## config.mk

```make
export PLATFORM = sky130hd
export DESIGN_NAME = priority_task_queue_core
export DESIGN_NICKNAME = d
export VERILOG_FILES = /design/src/hdl/ptq_pkg.sv /design/src/hdl/priority_task_queue_core.sv /design/src/hdl/ptq_cell.sv
export VERILOG_INCLUDE_DIRS = /design/src /design/src/hdl
export SDC_FILE = /design/constraint.sdc
export NUM_CORES = 1
export LEC_CHECK = 0
export CAP_MARGIN = 25
export CORE_MARGIN = 5
export CORE_UTILIZATION = 45
export CTS_CLUSTER_SIZE = 16
export DETAILED_ROUTE_END_ITERATION = 6
export DONT_BUFFER_PORTS = 1
export PLACE_DENSITY_LB_ADDON = 0.15
export SLEW_MARGIN = 30
export SYNTH_ARGS = -nofsm -noshare
export SYNTH_HDL_FRONTEND = slang
export SYNTH_SLANG_ARGS = --single-unit
export TNS_END_PERCENT = 1
```

## constraint.sdc

```tcl
create_clock -name clk -period 4.8 [get_ports clk]
set_input_delay 0.48 -clock clk [delete_from_list [all_inputs] [get_ports clk]]
set_output_delay 0.48 -clock clk [all_outputs]
set_load 0.02 [all_outputs]
```

## src/hdl/assert_macros.svh

```systemverilog
// Assertion macros shared by the RTL files.
`ifndef ASSERT_MACROS_SVH
`define ASSERT_MACROS_SVH
`ifndef SYNTHESIS
// Condition must hold at every clock edge outside reset.
`define AST_ALWAYS(label, clk_s, rst_s, cond) \
    label: assert property (@(posedge clk_s) disable iff (!rst_s) (cond)) \
        else $error("assertion failed");
// Antecedent in any cycle implies the consequent in the next.
`define AST_NEXT(label, clk_s, rst_s, ante, cons) \
    label: assert property (@(posedge clk_s) disable iff (!rst_s) (ante) |=> (cons)) \
        else $error("assertion failed");
`else
`define AST_ALWAYS(label, clk_s, rst_s, cond)
`define AST_NEXT(label, clk_s, rst_s, ante, cons)
`endif
`endif

```

## src/hdl/ptq_pkg.sv

```systemverilog
// Types and constants of the priority task queue.
package ptq_pkg;

    localparam int HANDLE_W = 8;
    localparam int PRIO_W   = 8;
    localparam int COUNT_OUT_W = 5;

    localparam logic OP_PUSH = 1'b0;
    localparam logic OP_POP  = 1'b1;

    // one queue slot
    typedef struct packed {
        logic                used;
        logic [HANDLE_W-1:0] handle;
        logic [PRIO_W-1:0]   prio;
    } ptq_entry_t;

    // broadcast to every cell for the current word
    typedef struct packed {
        logic              push;
        logic              pop;
        logic [HANDLE_W-1:0] new_handle;
        logic [PRIO_W-1:0]   new_prio;
    } ptq_ctrl_t;

endpackage

```

## src/hdl/priority_task_queue_core.sv

```systemverilog
// Top level of the priority task queue: cell chain, counters and result word.
//
// Usage:
//   Command channel: drive opcode, task_handle and priority_req and raise
//   start; the word is taken at the clock edge where start is high and busy
//   is low. busy stays low, so a new word may be issued every cycle.
//   Push (opcode 0) inserts the entry ahead of the first queued entry whose
//   priority is not lower; pop (opcode 1) removes the head entry.
//   Result channel: in the cycle after a word is taken, done pulses for one
//   cycle with out_valid, out_handle, out_priority, occupancy,
//   peak_occupancy and overflow. The receiver cannot stall; a result must
//   be sampled in its done cycle.
//   Throughput is one word per cycle: every slot is a cell that compares
//   against the broadcast priority and shifts from its neighbor in the
//   same cycle, so an insert or removal finishes at once.
//   A push into a full queue is dropped and sets the sticky overflow flag.
//   Reset empties the queue and clears the counts, the flag and done.
`include "assert_macros.svh"
module priority_task_queue_core #(
    parameter int QUEUE_DEPTH = 16
) (
    input  logic                          clk,
    input  logic                          rst_n,
    input  logic                          start,
    output logic                          busy,
    input  logic                          opcode,
    input  logic [ptq_pkg::HANDLE_W-1:0]  task_handle,
    input  logic [ptq_pkg::PRIO_W-1:0]    priority_req,
    output logic                          done,
    output logic                          out_valid,
    output logic [ptq_pkg::HANDLE_W-1:0]  out_handle,
    output logic [ptq_pkg::PRIO_W-1:0]    out_priority,
    output logic [ptq_pkg::COUNT_OUT_W-1:0] occupancy,
    output logic [ptq_pkg::COUNT_OUT_W-1:0] peak_occupancy,
    output logic                          overflow
);

    localparam int CNT_W = $clog2(QUEUE_DEPTH + 1);
    localparam logic [CNT_W-1:0] FULL_CNT = CNT_W'(QUEUE_DEPTH);

    logic                 accept;
    logic                 is_full;
    logic                 is_empty;
    logic                 push_on_full;
    ptq_pkg::ptq_ctrl_t   ctrl;
    ptq_pkg::ptq_entry_t  cell_entry [QUEUE_DEPTH];
    logic                 cell_keep  [QUEUE_DEPTH];
    logic [QUEUE_DEPTH-1:0] used_vec;

    logic [CNT_W-1:0]     count_reg;
    logic [CNT_W-1:0]     count_next;
    logic [CNT_W-1:0]     peak_reg;
    logic [CNT_W-1:0]     peak_next;
    logic                 overflow_reg;
    logic                 overflow_next;
    logic                 done_reg;
    logic                 valid_reg;
    logic                 valid_next;
    logic [ptq_pkg::HANDLE_W-1:0] handle_reg;
    logic [ptq_pkg::HANDLE_W-1:0] handle_next;
    logic [ptq_pkg::PRIO_W-1:0]   prio_reg;
    logic [ptq_pkg::PRIO_W-1:0]   prio_next;

    assign busy     = 1'b0;
    assign accept   = start && !busy;
    assign is_full  = (count_reg == FULL_CNT);
    assign is_empty = (count_reg == '0);
    assign push_on_full = accept && (opcode == ptq_pkg::OP_PUSH) && is_full;

    assign ctrl.push       = accept && (opcode == ptq_pkg::OP_PUSH) && !is_full;
    assign ctrl.pop        = accept && (opcode == ptq_pkg::OP_POP) && !is_empty;
    assign ctrl.new_handle = task_handle;
    assign ctrl.new_prio   = priority_req;

    genvar gi;
    generate
        for (gi = 0; gi < QUEUE_DEPTH; gi++)
        begin : g_cell
            ptq_pkg::ptq_entry_t left_e;
            ptq_pkg::ptq_entry_t right_e;
            logic                left_k;

            if (gi == 0)
            begin : g_head
                assign left_e = '0;
                assign left_k = 1'b1;
            end
            else
            begin : g_body
                assign left_e = cell_entry[gi-1];
                assign left_k = cell_keep[gi-1];
            end

            if (gi == QUEUE_DEPTH - 1)
            begin : g_tail
                assign right_e = '0;
            end
            else
            begin : g_mid
                assign right_e = cell_entry[gi+1];
            end

            ptq_cell u_cell (
                .clk         (clk),
                .rst_n       (rst_n),
                .ctrl        (ctrl),
                .left_entry  (left_e),
                .left_keep   (left_k),
                .right_entry (right_e),
                .entry       (cell_entry[gi]),
                .keep        (cell_keep[gi])
            );

            assign used_vec[gi] = cell_entry[gi].used;
        end
    endgenerate

    always_comb
    begin
        count_next    = count_reg;
        overflow_next = overflow_reg;
        valid_next    = 1'b0;
        handle_next   = '0;
        prio_next     = '0;
        if (ctrl.push)
        begin
            count_next = count_reg + 1'b1;
        end
        else if (ctrl.pop)
        begin
            count_next  = count_reg - 1'b1;
            valid_next  = 1'b1;
            handle_next = cell_entry[0].handle;
            prio_next   = cell_entry[0].prio;
        end
        if (push_on_full)
        begin
            overflow_next = 1'b1;
        end
        peak_next = (count_next > peak_reg) ? count_next : peak_reg;
    end

    always_ff @(posedge clk or negedge rst_n)
    begin
        if (!rst_n)
        begin
            count_reg    <= '0;
            peak_reg     <= '0;
            overflow_reg <= 1'b0;
            done_reg     <= 1'b0;
            valid_reg    <= 1'b0;
        end
        else
        begin
            count_reg    <= count_next;
            peak_reg     <= peak_next;
            overflow_reg <= overflow_next;
            done_reg     <= accept;
            valid_reg    <= valid_next;
        end
    end

    always_ff @(posedge clk)
    begin
        handle_reg <= handle_next;
        prio_reg   <= prio_next;
    end

    assign done           = done_reg;
    assign out_valid      = valid_reg;
    assign out_handle     = handle_reg;
    assign out_priority   = prio_reg;
    assign occupancy      = ptq_pkg::COUNT_OUT_W'(count_reg);
    assign peak_occupancy = ptq_pkg::COUNT_OUT_W'(peak_reg);
    assign overflow       = overflow_reg;

    `AST_ALWAYS(a_count_bound, clk, rst_n, count_reg <= FULL_CNT)
    `AST_ALWAYS(a_peak_ge_count, clk, rst_n, peak_reg >= count_reg)
    `AST_ALWAYS(a_used_matches_count, clk, rst_n, CNT_W'($countones(used_vec)) == count_reg)
    `AST_NEXT(a_full_push_flags, clk, rst_n, push_on_full, overflow_reg && $stable(count_reg))

endmodule

```

## src/hdl/ptq_cell.sv

```systemverilog
// One slot of the sorted queue chain.
module ptq_cell (
    input  logic                clk,
    input  logic                rst_n,
    input  ptq_pkg::ptq_ctrl_t  ctrl,
    input  ptq_pkg::ptq_entry_t left_entry,
    input  logic                left_keep,
    input  ptq_pkg::ptq_entry_t right_entry,
    output ptq_pkg::ptq_entry_t entry,
    output logic                keep
);

    logic                        used_reg;
    logic                        used_next;
    logic [ptq_pkg::HANDLE_W-1:0] handle_reg;
    logic [ptq_pkg::HANDLE_W-1:0] handle_next;
    logic [ptq_pkg::PRIO_W-1:0]   prio_reg;
    logic [ptq_pkg::PRIO_W-1:0]   prio_next;

    // entries ahead of the insertion point stay put
    assign keep = used_reg && (prio_reg < ctrl.new_prio);

    assign entry.used   = used_reg;
    assign entry.handle = handle_reg;
    assign entry.prio   = prio_reg;

    always_comb
    begin
        used_next   = used_reg;
        handle_next = handle_reg;
        prio_next   = prio_reg;
        if (ctrl.pop)
        begin
            used_next   = right_entry.used;
            handle_next = right_entry.handle;
            prio_next   = right_entry.prio;
        end
        else if (ctrl.push && !keep)
        begin
            if (left_keep)
            begin
                used_next   = 1'b1;
                handle_next = ctrl.new_handle;
                prio_next   = ctrl.new_prio;
            end
            else
            begin
                used_next   = left_entry.used;
                handle_next = left_entry.handle;
                prio_next   = left_entry.prio;
            end
        end
    end

    always_ff @(posedge clk or negedge rst_n)
    begin
        if (!rst_n)
        begin
            used_reg <= 1'b0;
        end
        else
        begin
            used_reg <= used_next;
        end
    end

    always_ff @(posedge clk)
    begin
        handle_reg <= handle_next;
        prio_reg   <= prio_next;
    end

endmodule
```

After elaboration in Yosys (flattened, before gate mapping)
Cells that the tools add are included.
{"block": "totals", "in_bits": 20, "ff_bits": 301, "elab_cells": 291, "output_inout_bits": 30}
{"block": "op_classes", "reduce_logical": 73, "eq_ne": 1, "n_lt_le_gt_ge": 17, "add_sub_neg": 2, "n_mux": 141, "n_bitwise": 2}
{"op": "8-bit 2-to-1 mux", "n": 90}
{"op": "8-bit < comparator", "n": 16}
{"op": "1-bit 2-to-1 mux", "n": 49}
{"op": "1-bit logical AND", "n": 37}
{"op": "2-bit nonzero test", "n": 16}
{"op": "1-bit logical NOT", "n": 18}
{"op": "5-bit 2-to-1 mux", "n": 2}
{"op": "5-bit by 1-bit adder with 5-bit output, second input constant", "n": 1}
{"op": "5-bit == test, second input constant", "n": 1}
{"op": "5-bit greater-than comparator", "n": 1}
{"op": "5-bit logical NOT", "n": 1}
{"op": "5-bit by 1-bit subtractor with 5-bit output, second input constant", "n": 1}
{"op": "1-bit NOT", "n": 2}
{"op": "2-bit OR reduction", "n": 1}

Depth between registers and ports, before layout
Gate-level depths: netlist of the first run.
{"block": "logic_depth", "depth_word": 6, "ltp_mapped": 15, "depth_no_buf": 13}

Hierarchy
Synthesis of the first run repeated with hierarchy kept, for this count alone.
{"block": "hier_totals", "cells_unflattened": 1734, "area_unflattened_um2": 18371.4}
{"mod": "ptq_cell", "seq_area_each_um2": 505.5, "instances": 16, "cells_each": 101, "area_per_inst_um2": 1067.3}
{"mod": "priority_task_queue_core", "seq_area_each_um2": 645.6, "instances": 1, "cells_each": 118, "area_per_inst_um2": 1295.0}

Worst setup path before layout of the first run
Ideal clock, no wire load.
{"block": "synth_timing", "kind": "reg-to-reg", "start": "register count_reg[0] (netlist: occupancy[0])", "end": "register g_cell[6].u_cell.handle_reg[0] in the netlist's numbering, enable pin", "path_buffers": 3, "t_arrival_ps": 3054, "slack_ps": 1335, "t_required_ps": 4389, "stages_incl_launch_ff": 9, "period_less_slack_ps": 3465, "path_cell_list": "dfrtp_1 -> inv_1 -> ha_1 -> and4bb_2 -> or3b_1 -> clkbuf_1 -> buf_2 -> buf_2 -> o21ai_0"}
{"block": "synth_via", "elab_chain_cells": 5}
{"item": "start, declared", "line": "priority_task_queue_core.sv:50", "text": "logic [CNT_W-1:0] count_reg;"}
{"item": "start signal, assigned", "line": "priority_task_queue_core.sv:155", "text": "count_reg <= count_next;"}
{"item": "5-bit == test", "line": "priority_task_queue_core.sv:66", "text": "assign is_full = (count_reg == FULL_CNT);"}
{"item": "1-bit logical NOT", "line": "priority_task_queue_core.sv:70", "text": "assign ctrl.push = accept && (opcode == ptq_pkg::OP_PUSH) && !is_full;"}
{"item": "1-bit logical AND", "line": "priority_task_queue_core.sv:70"}
{"item": "1-bit logical AND", "line": "ptq_cell.sv:38", "text": "else if (ctrl.push && !keep)"}
{"item": "2-bit nonzero test (no line) (*)"}
{"item": "end signal, assigned", "line": "ptq_cell.sv:69", "text": "handle_reg <= handle_next;"}
{"item": "end, declared", "line": "ptq_cell.sv:15", "text": "logic [ptq_pkg::HANDLE_W-1:0] handle_reg;"}
Every way passes the cells marked *; elsewhere a longest branch is shown, timed or not.
A chain may end at the register's enable or synchronous reset.

Worst setup path after layout of the first run
{"block": "layout_timing", "start": "register count_reg[0] (netlist: occupancy[0])", "end": "register peak_reg[3] (netlist: peak_occupancy[3])"}
{"block": "layout_via", "elab_chain_cells": 6}
{"item": "parallel branches: the longest is 4 deep, another holds 5-bit by 1-bit subtractor with 5-bit output"}
{"item": "5-bit 2-to-1 mux (*)", "line": "priority_task_queue_core.sv:125", "text": "if (ctrl.push)"}
{"item": "via count_next[2]", "line": "priority_task_queue_core.sv:51", "text": "logic [CNT_W-1:0] count_next;"}
{"item": "5-bit greater-than comparator (*)", "line": "priority_task_queue_core.sv:140", "text": "peak_next = (count_next > peak_reg) ? count_next : peak_reg;"}
{"item": "end signal, assigned", "line": "priority_task_queue_core.sv:156", "text": "peak_reg <= peak_next;"}
{"item": "end, declared", "line": "priority_task_queue_core.sv:52", "text": "logic [CNT_W-1:0] peak_reg;"}
Mark *: on every way through the listed nets, which the timed path passes.

==> summary.txt, run 1 <==
Outcome: finished, final reports clean
Largest net degree at the start of global routing: 278
Final hold violation count: 0
Flop2flop setup slack: 1.15 ns
CP required: 5.20 ns
Final instance area: 19,200 um^2
Worst hold path class: in -> reg
Post-CTS Setup Repair Bufs: 0
Fin worst setup slack: 1.15 ns
Main synth FF type: edfxtp_1
Via/cell ratio: 5.76
Post-synth EDFFs: 240
Die area: 42,500 um^2
Drt drc: 0
DR iter-0 viols: 961
TritonRoute pass-1 iters: 5
Worst R2R Path Depth: 12
Hold Startpoint: start
Hold Path Cell Cnt: 1
Logic pwr share: 0.310
Ys Warns: 0
Ys async rst share: 0.0963
FF+latch count, synth: 301
Initial antenna violation count: 0
First-pass GRT wire length: 72.0 mm
Synthesized area per cell: 10.6 um^2
Core area: 37,800 um^2
FMAX: 0.274 GHz
R2R Path End: peak_occupancy[3]
Most frequent cell after synthesis: nand2_1
Final Critical Period: 3.65 ns
# clock sinks: 301
Main combinational cell family by area after synthesis: multiplexers
Xor/xnor cell area share of the yosys netlist: 0.00152
Cell taking the most area after synthesis: edfxtp_1
Syn_nets: 1,769
Multiplexer share of the synthesized area: 0.137
Synth cell types: 49
Die Wd: 206 um
Clock root buffer: clkbuf_16
Max transition margin: 0.361
Buffers on Ports: 0
Pwr Density: 535 nW/um^2
Worst-skew pair later-pin latency: 0.53 ns
Period Utilization, post-route: 0.761
Worst-path clk slew: 0.05 ns
Remaining antenna violation count: 0
Routed len/inst: 21.4 um
Std-Cell Rows: 71
H-tree level count: 2
Placed cell area: 17,900 um^2
VDD IR-drop max: 270 uV
Synth Area in Simple Gates: 0.106
Hold endpoint: overflow
Sw Ratio: 0.338
Setup Skew: 0.0183 ns
Synth Instances: 1,630
Remaining Overflow, GRT: 0
Critical path arrival: 4.06 ns
Synth top area share: 0.417
Pint: 6.78 mW
Layout cell share with drive strength beyond 1: 0.0770
Final GP Congestion: 0.834
NetSw: 3.47 mW
Area grow syn2layout: 10.9%
RR Startpoint: occupancy[0]
Io pins: 50
Commonest cells in the netlist: nand2_1 (293), edfxtp_1 (240), mux2i_1 (233)
Final-report setup violation count: 0
# fillers: 3,483
Nets: 1,735
Adder-cell share of the synthesized area: 0.0861
Final WL: 45.8 mm
Initial core utilization: 0.457
CP Class: reg -> reg
Register area share after synthesis: 0.496
Slew Viols, Final: 0
Slew @ Worst Pin: 0.957 ns
Pleak: 7.69 nW
RSZ-0062 raised after global routing: no
Post-Layout Cell Count: 2,135
Compound-Gate Fraction of Synth Area: 0.130
Reg power frac: 0.419
Clock network power share: 0.271
Die H: 206 um
TritonCTS Buffers: 36
Pre-CTS WS: 1.15 ns
GRT Overall Usage: 0.214
Crit start category: register
Crit-path max FO: 85
Top area cells in the synthesized netlist: edfxtp_1 (42%), mux2i_1 (13%), ha_1 (8.6%), nand2_1 (6.4%), o21ai_0 (4.8%)
Antenna cells: 0
CTS max path bufs: 3
Post-Place Cells: 2,065
Critical Path Sink Type: register
Mapped Area: 17,300 um^2
Vias in the first global route: 12,440
CTS tree: yes
Vias after detailed routing: 12,298
Max_cap viols: 0
Total negative setup slack: 0 ns
DP HPWL: 31.6 mm
[stage by stage]
| step | hold slack (ns) | power [mW] | util |
|---|---|---|---|
| 3_5_place_dp | 0.185 | 7.51 | 0.473 |
| 4_1_cts | 0.0899 | 10.3 | 0.506 |
| 5_1_grt | 0.102 | 10.9 | 0.507 |
| 3_3_place_gp | 0.185 | 7.42 | 0.473 |
| 2_1_floorplan | 0.184 | 6.58 | - |
| 6_report | 0.112 | 10.3 | 0.507 |
[per-layer routing]
metal	vias to the layer above	share of wire	GRT usage
li1	5897	-	-
met1	6009	0.47	0.312
met2	334	0.45	0.341
met3	58	0.058	0.0328
met4	0	0.018	0.0482
met5	-	0	0
[timing repair]
item,CTS,global route
setup endpoints to repair,0,0
gates resized for setup,0,0
endpoints found under the hold margin,30,0
hold buffers,3,0
[worst max-delay path by stage]
stage	start	end	slack, ns
2_1_floorplan	occupancy[0]	g_cell[6].u_cell.handle_reg[0]	1.34
3_3_place_gp	priority_req[3]	g_cell[1].u_cell.handle_reg[4]	1.15
3_5_place_dp	occupancy[0]	peak_occupancy[3]	1.15
4_1_cts	occupancy[0]	peak_occupancy[3]	1.12
5_1_grt	occupancy[0]	peak_occupancy[3]	0.87
6_report	occupancy[0]	peak_occupancy[3]	1.15
[worst max-delay path: stages (launching register included)]
cell      delay (ns)
dfrtp_1         0.49
inv_1           0.15
ha_1            0.20
or3b_4          0.41
o211ai_4        0.38
inv_8           0.22
a22oi_2         0.21
xnor2_1         0.18
ha_1            0.29
nand3_1         0.09
o22ai_1         0.08
a21oi_1         0.43
mux2_2          0.40
[placed cells by master (no fill, tap or decap), types with 15 or more instances in the layout]
cell type and instances:
nand2b_1 30, o211ai_1 16, inv_1 30, nor4_1 29, a21oi_1 43, mux2i_1 233, edfxtp_1 240, dfrtp_1 29
ha_1 119, nand3_1 15, o21ai_1 130, dfxtp_1 32, and2_1 16, o21ai_0 152, clkbuf_16 37, buf_4 39
nor2_1 26, o21a_1 16, nand2_1 293
[power groups by stage]
| stage | Clock, mW | Combinational [mW] | Sequential, mW |
|---|---|---|---|
| CTS | 2.84 | 3.18 | 4.29 |
| detailed placement | 0 | 3.17 | 4.34 |
| finish | 2.78 | 3.18 | 4.29 |
| global placement | 0 | 3.08 | 4.34 |
| global route | 2.94 | 3.54 | 4.37 |
| floorplan | 0 | 2.47 | 4.11 |
[layout make-up]
| type | count | area, um^2 | area share |
|---|---|---|---|
| sequential | 301 | 8570 | 0.447 |
| multi-input combinational | 1180 | 8230 | 0.429 |
| clock buffer | 50 | 1010 | 0.0529 |
| tap | 511 | 639 | 0.0334 |
| timing repair buffer | 46 | 403 | 0.0210 |
| clock inverter | 16 | 184 | 0.00959 |
| inverter | 31 | 124 | 0.00646 |
[cells by family after synthesis]
group                      after synthesis
and+or+nand+nor                        420
DFF                                    301
xor gates and xnor gates                 3
other                                    1
AOI/OAI and AO/OA                      400
adders and majority gates              119
buffers and inverters                  149
muxes                                  237
Power figures use the tool's default switching activity.
==> inputs of run 2 (changes only) <==
ABC_AREA = 1   (was not set)
clock period = 3.8 ns   (was 4.8 ns; I/O delays follow)
==> run 2 against run 1 <==
  * Final cell count increased by 48%
  * Global-route usage increased by 3.6 points
  * Register-to-register slack got worse by 0.69 ns
  * Area after synthesis increased by 14%
  * Sequential share of layout area decreased by 4.8 points
  * Highest routed layer unchanged
  * Utilization decreased by 0.99 points
  * Non-clock buffer count increased by 27
  * Hold slack got worse by 0.078 ns
==> summary.txt, run 2 <==
Synth cell types: 31 (was 49)
Post-CTS Setup Repair Bufs: 0 (unchanged)
Remaining Overflow, GRT: 0 (unchanged)
CTS tree: yes (unchanged)
Remaining antenna violation count: 0 (unchanged)
DR iter-0 viols: 1,806 (was 961)
Count of hold-fix buffers inserted at cts: 3 (unchanged)
Hold endpoint: g_cell[0].u_cell.handle_reg[0] (was overflow)
Buffers on Ports: 0 (unchanged)
Final GP Congestion: 0.900 (was 0.834)
Max_cap viols: 0 (unchanged)
Max incr delay on CP: 0.50 ns (was 0.49 ns)
Main synth FF type: edfxtp_1 (unchanged)
FMAX: 0.299 GHz (was 0.274 GHz)
Nets: 2,679 (was 1,735)
Cell mode on critical path: nand2_1 (was ha_1)
Syn_nets: 2,741 (was 1,769)
Most frequent cell after synthesis: nand2_1 (unchanged)
RR Startpoint: occupancy[0] (unchanged)
Hold Startpoint: task_handle[0] (was start)
Synth Instances: 2,602 (was 1,630)
Critical path's slowest cell: dfrtp_1 (unchanged)
H-tree level count: 2 (unchanged)
Commonest cells in the netlist: nand2_1 (960), inv_1 (313), nand3_1 (277) (was nand2_1 (293), edfxtp_1 (240), mux2i_1 (233))
Mapped Area: 19,800 um^2 (was 17,300 um^2)
Crit-path max FO: 33 (was 85)
Period Utilization, post-route: 0.880 (was 0.761)
First-pass GRT wire length: 95.9 mm (was 72.0 mm)
Die Wd: 220 um (was 206 um)
Clock root buffer: clkbuf_16 (unchanged)
Overall Power: 14.3 mW (was 10.3 mW)
R2R Path End: peak_occupancy[3] (unchanged)
NetSw: 5.80 mW (was 3.47 mW)
# clock sinks: 301 (unchanged)
Reg power frac: 0.419 (about the same)
Most frequent cells in the layout: nand2_1 (960), inv_1 (313), nand3_1 (277), edfxtp_1 (240), nand4_1 (237) (was nand2_1 (293), edfxtp_1 (240), mux2i_1 (233), o21ai_0 (152), o21ai_1 (130))
Post-synth EDFFs: 240 (unchanged)
Cell taking the most area after synthesis: edfxtp_1 (unchanged)
Flop2flop setup slack: 0.46 ns (was 1.15 ns)
Outcome: finished, final reports clean (unchanged)
Final hold violation count: 0 (unchanged)
Die area: 48,200 um^2 (was 42,500 um^2)
CP Class: reg -> reg (unchanged)
Crit start category: register (unchanged)
Routed len/inst: 19.3 um (was 21.4 um)
Critical path arrival: 3.79 ns (was 4.06 ns)
Die H: 220 um (was 206 um)
WP buf/inv: 4 (was 2)
Std-Cell Rows: 76 (was 71)
Ys async rst share: 0.0963 (unchanged)
VDD IR-drop max: 411 uV (was 270 uV)
TritonCTS Buffers: 37 (was 36)
Slew @ Worst Pin: 0.974 ns (was 0.957 ns)
Worst-skew pair later-pin latency: 0.55 ns (was 0.53 ns)
Io pins: 50 (unchanged)
RSZ-0062 raised after global routing: no (unchanged)
Post-CTS sizing: 0 (unchanged)
Fin util: 0.497 (was 0.507)
Post-Layout Cell Count: 3,154 (was 2,135)
Final hold slack: 0.0349 ns (was 0.112 ns)
Critical Path Sink Type: register (unchanged)
Crit-path cells: inv_1 > ha_1 > nand2_1 > nor2_1 > nand2_1 > nand2_8 > inv_6 > nand3_1 > nand2_1 > nand2_1 > nand2_1 > ha_1 > nand2_1 > inv_1 > o21ai_0 > o211ai_1 > o21ai_1 > inv_1 > nand3_1 > nand2_1 (was inv_1 > ha_1 > or3b_4 > o211ai_4 > inv_8 > a22oi_2 > xnor2_1 > ha_1 > nand3_1 > o22ai_1 > a21oi_1 > mux2_2)
Fin worst setup slack: 0.455 ns (was 1.15 ns)
Sw Ratio: 0.406 (was 0.338)
Layout cell share with drive strength beyond 1: 0.0631 (was 0.0770)
TritonRoute pass-1 iters: 6 (was 5)
Pint: 8.47 mW (was 6.78 mW)
Slew Viols, Final: 0 (unchanged)
Antenna cells: 0 (unchanged)
Vias after detailed routing: 17,894 (was 12,298)
Synthesized area per cell: 7.60 um^2 (was 10.6 um^2)
CTS max path bufs: 3 (unchanged)
Final-report setup violation count: 0 (unchanged)
Area grow syn2layout: 8.67% (was 10.9%)
Final instance area: 21,500 um^2 (was 19,200 um^2)
DP HPWL: 41.4 mm (was 31.6 mm)
Core area: 43,300 um^2 (was 37,800 um^2)
Commonest non-fill, non-tap cell in the layout: nand2_1 (unchanged)
Top area cells in the synthesized netlist: edfxtp_1 (36%), nand2_1 (18%), ha_1 (7.5%), nand4_1 (7.5%), nand3_1 (7.0%) (was edfxtp_1 (42%), mux2i_1 (13%), ha_1 (8.6%), nand2_1 (6.4%), o21ai_0 (4.8%))
Hold Path Cell Cnt: 2 (was 1)
Post-Place Cells: 3,082 (was 2,065)
# fillers: 4,245 (was 3,483)
GRT Overall Usage: 0.250 (was 0.214)
Setup Skew: 0.00997 ns (was 0.0183 ns)
Clock network power share: 0.244 (was 0.271)
Placed cell area: 20,300 um^2 (was 17,900 um^2)
Family with the most delay on the worst path: simple AND/OR/NAND/NOR gates (was compound AO/OA/AOI/OAI gates)
Pre-CTS WS: 0.516 ns (was 1.15 ns)
Worst-path clk slew: 0.06 ns (was 0.05 ns)
Via/cell ratio: 5.67 (was 5.76)
Pleak: 10.6 nW (was 7.69 nW)
Register area share after synthesis: 0.434 (was 0.496)
Final Critical Period: 3.34 ns (was 3.65 ns)
Initial core utilization: 0.457 (about the same)
Ys Warns: 0 (unchanged)
Worst hold path class: in -> reg (unchanged)
Total negative setup slack: 0 ns (unchanged)
Worst R2R Path Depth: 20 (was 12)
CP required: 4.25 ns (was 5.20 ns)
Vias in the first global route: 16,977 (was 12,440)
Largest net degree at the start of global routing: 237 (was 278)
Logic pwr share: 0.337 (was 0.310)
Final WL: 60.9 mm (was 45.8 mm)
Drt drc: 0 (unchanged)
Initial antenna violation count: 0 (unchanged)
Max transition margin: 0.350 (was 0.361)
Synth top area share: 0.364 (was 0.417)
FF+latch count, synth: 301 (unchanged)
Pwr Density: 664 nW/um^2 (was 535 nW/um^2)
[run 2: changes by cell type after synthesis, moves of 21 or more]
cell	delta
nand2_1	+667
inv_1	+283
nand3_1	+262
nand4_1	+236
mux2i_1	-233
o21ai_0	-131
o21ai_1	-109
buf_2	+51
nor2_1	+42
nand2b_1	-30
nor4_1	-29
clkbuf_1	+21
[run 2: cell type report]
type / instances / area [um^2] / share of cell area
multi-input combinational: 1810 / 9200 / 0.428
sequential: 301 / 8570 / 0.399
inverter: 317 / 1190 / 0.0556
clock buffer: 57 / 1090 / 0.0508
tap: 585 / 732 / 0.0341
timing repair buffer: 73 / 623 / 0.0290
clock inverter: 11 / 80.1 / 0.00373
[run 2: cell families (layout without fill, tap and decap cells)]
kind of cell,Yosys count,in the layout,synth area share
xor gates and xnor gates,4,4,0.00177
buffers and inverters,491,458,0.102
other,1,1,0.000190
AOI/OAI and AO/OA,113,113,0.0312
and+or+nand+nor,1573,1573,0.356
adders and majority gates,119,119,0.0753
DFF,301,301,0.434
[run 2: worst max path at each step]
stage	slack, ns	to	start	depth (start not counted)
global route	0.15	peak_occupancy[3]	occupancy[0]	19
finish	0.46	peak_occupancy[3]	occupancy[0]	20
CTS	0.49	peak_occupancy[3]	occupancy[0]	19
floorplan	0.59	g_cell[0].u_cell.handle_reg[0]	priority_req[7]	8
global placement	0.67	peak_occupancy[2]	occupancy[0]	20
detailed placement	0.52	peak_occupancy[3]	occupancy[0]	19
[run 2: power groups by stage]
stage / Sequential, mW / Combinational (mW) / Clock (mW)
2_1_floorplan: 5.38 / 3.90 / 0
3_3_place_gp: 6.00 / 4.62 / 0
3_5_place_dp: 6.02 / 4.75 / 0
4_1_cts: 5.96 / 4.79 / 3.54
5_1_grt: 6.09 / 5.52 / 3.68
6_report: 5.98 / 4.81 / 3.48
[run 2: worst register-to-register path: cells and delay by family, from the launching register on]
kind / cells / cell delay [ns]
flip-flops: 1 / 0.50
adder cells (fa/ha/maj): 2 / 0.51
buffers and inverters: 4 / 0.43
AO/OA/AOI/OAI: 3 / 0.53
AND/OR/NAND/NOR: 11 / 1.27
[run 2: routing by layer]
metal  routed length (um)  part of all wire  up-vias  GRT usage
li1                     -                 -     8518          -
met4                 1800             0.030        0     0.0763
met3                 3930             0.065      126     0.0324
met2                28000              0.46      651      0.403
met5                    0                 0        -          0
met1                27200              0.45     8599      0.354
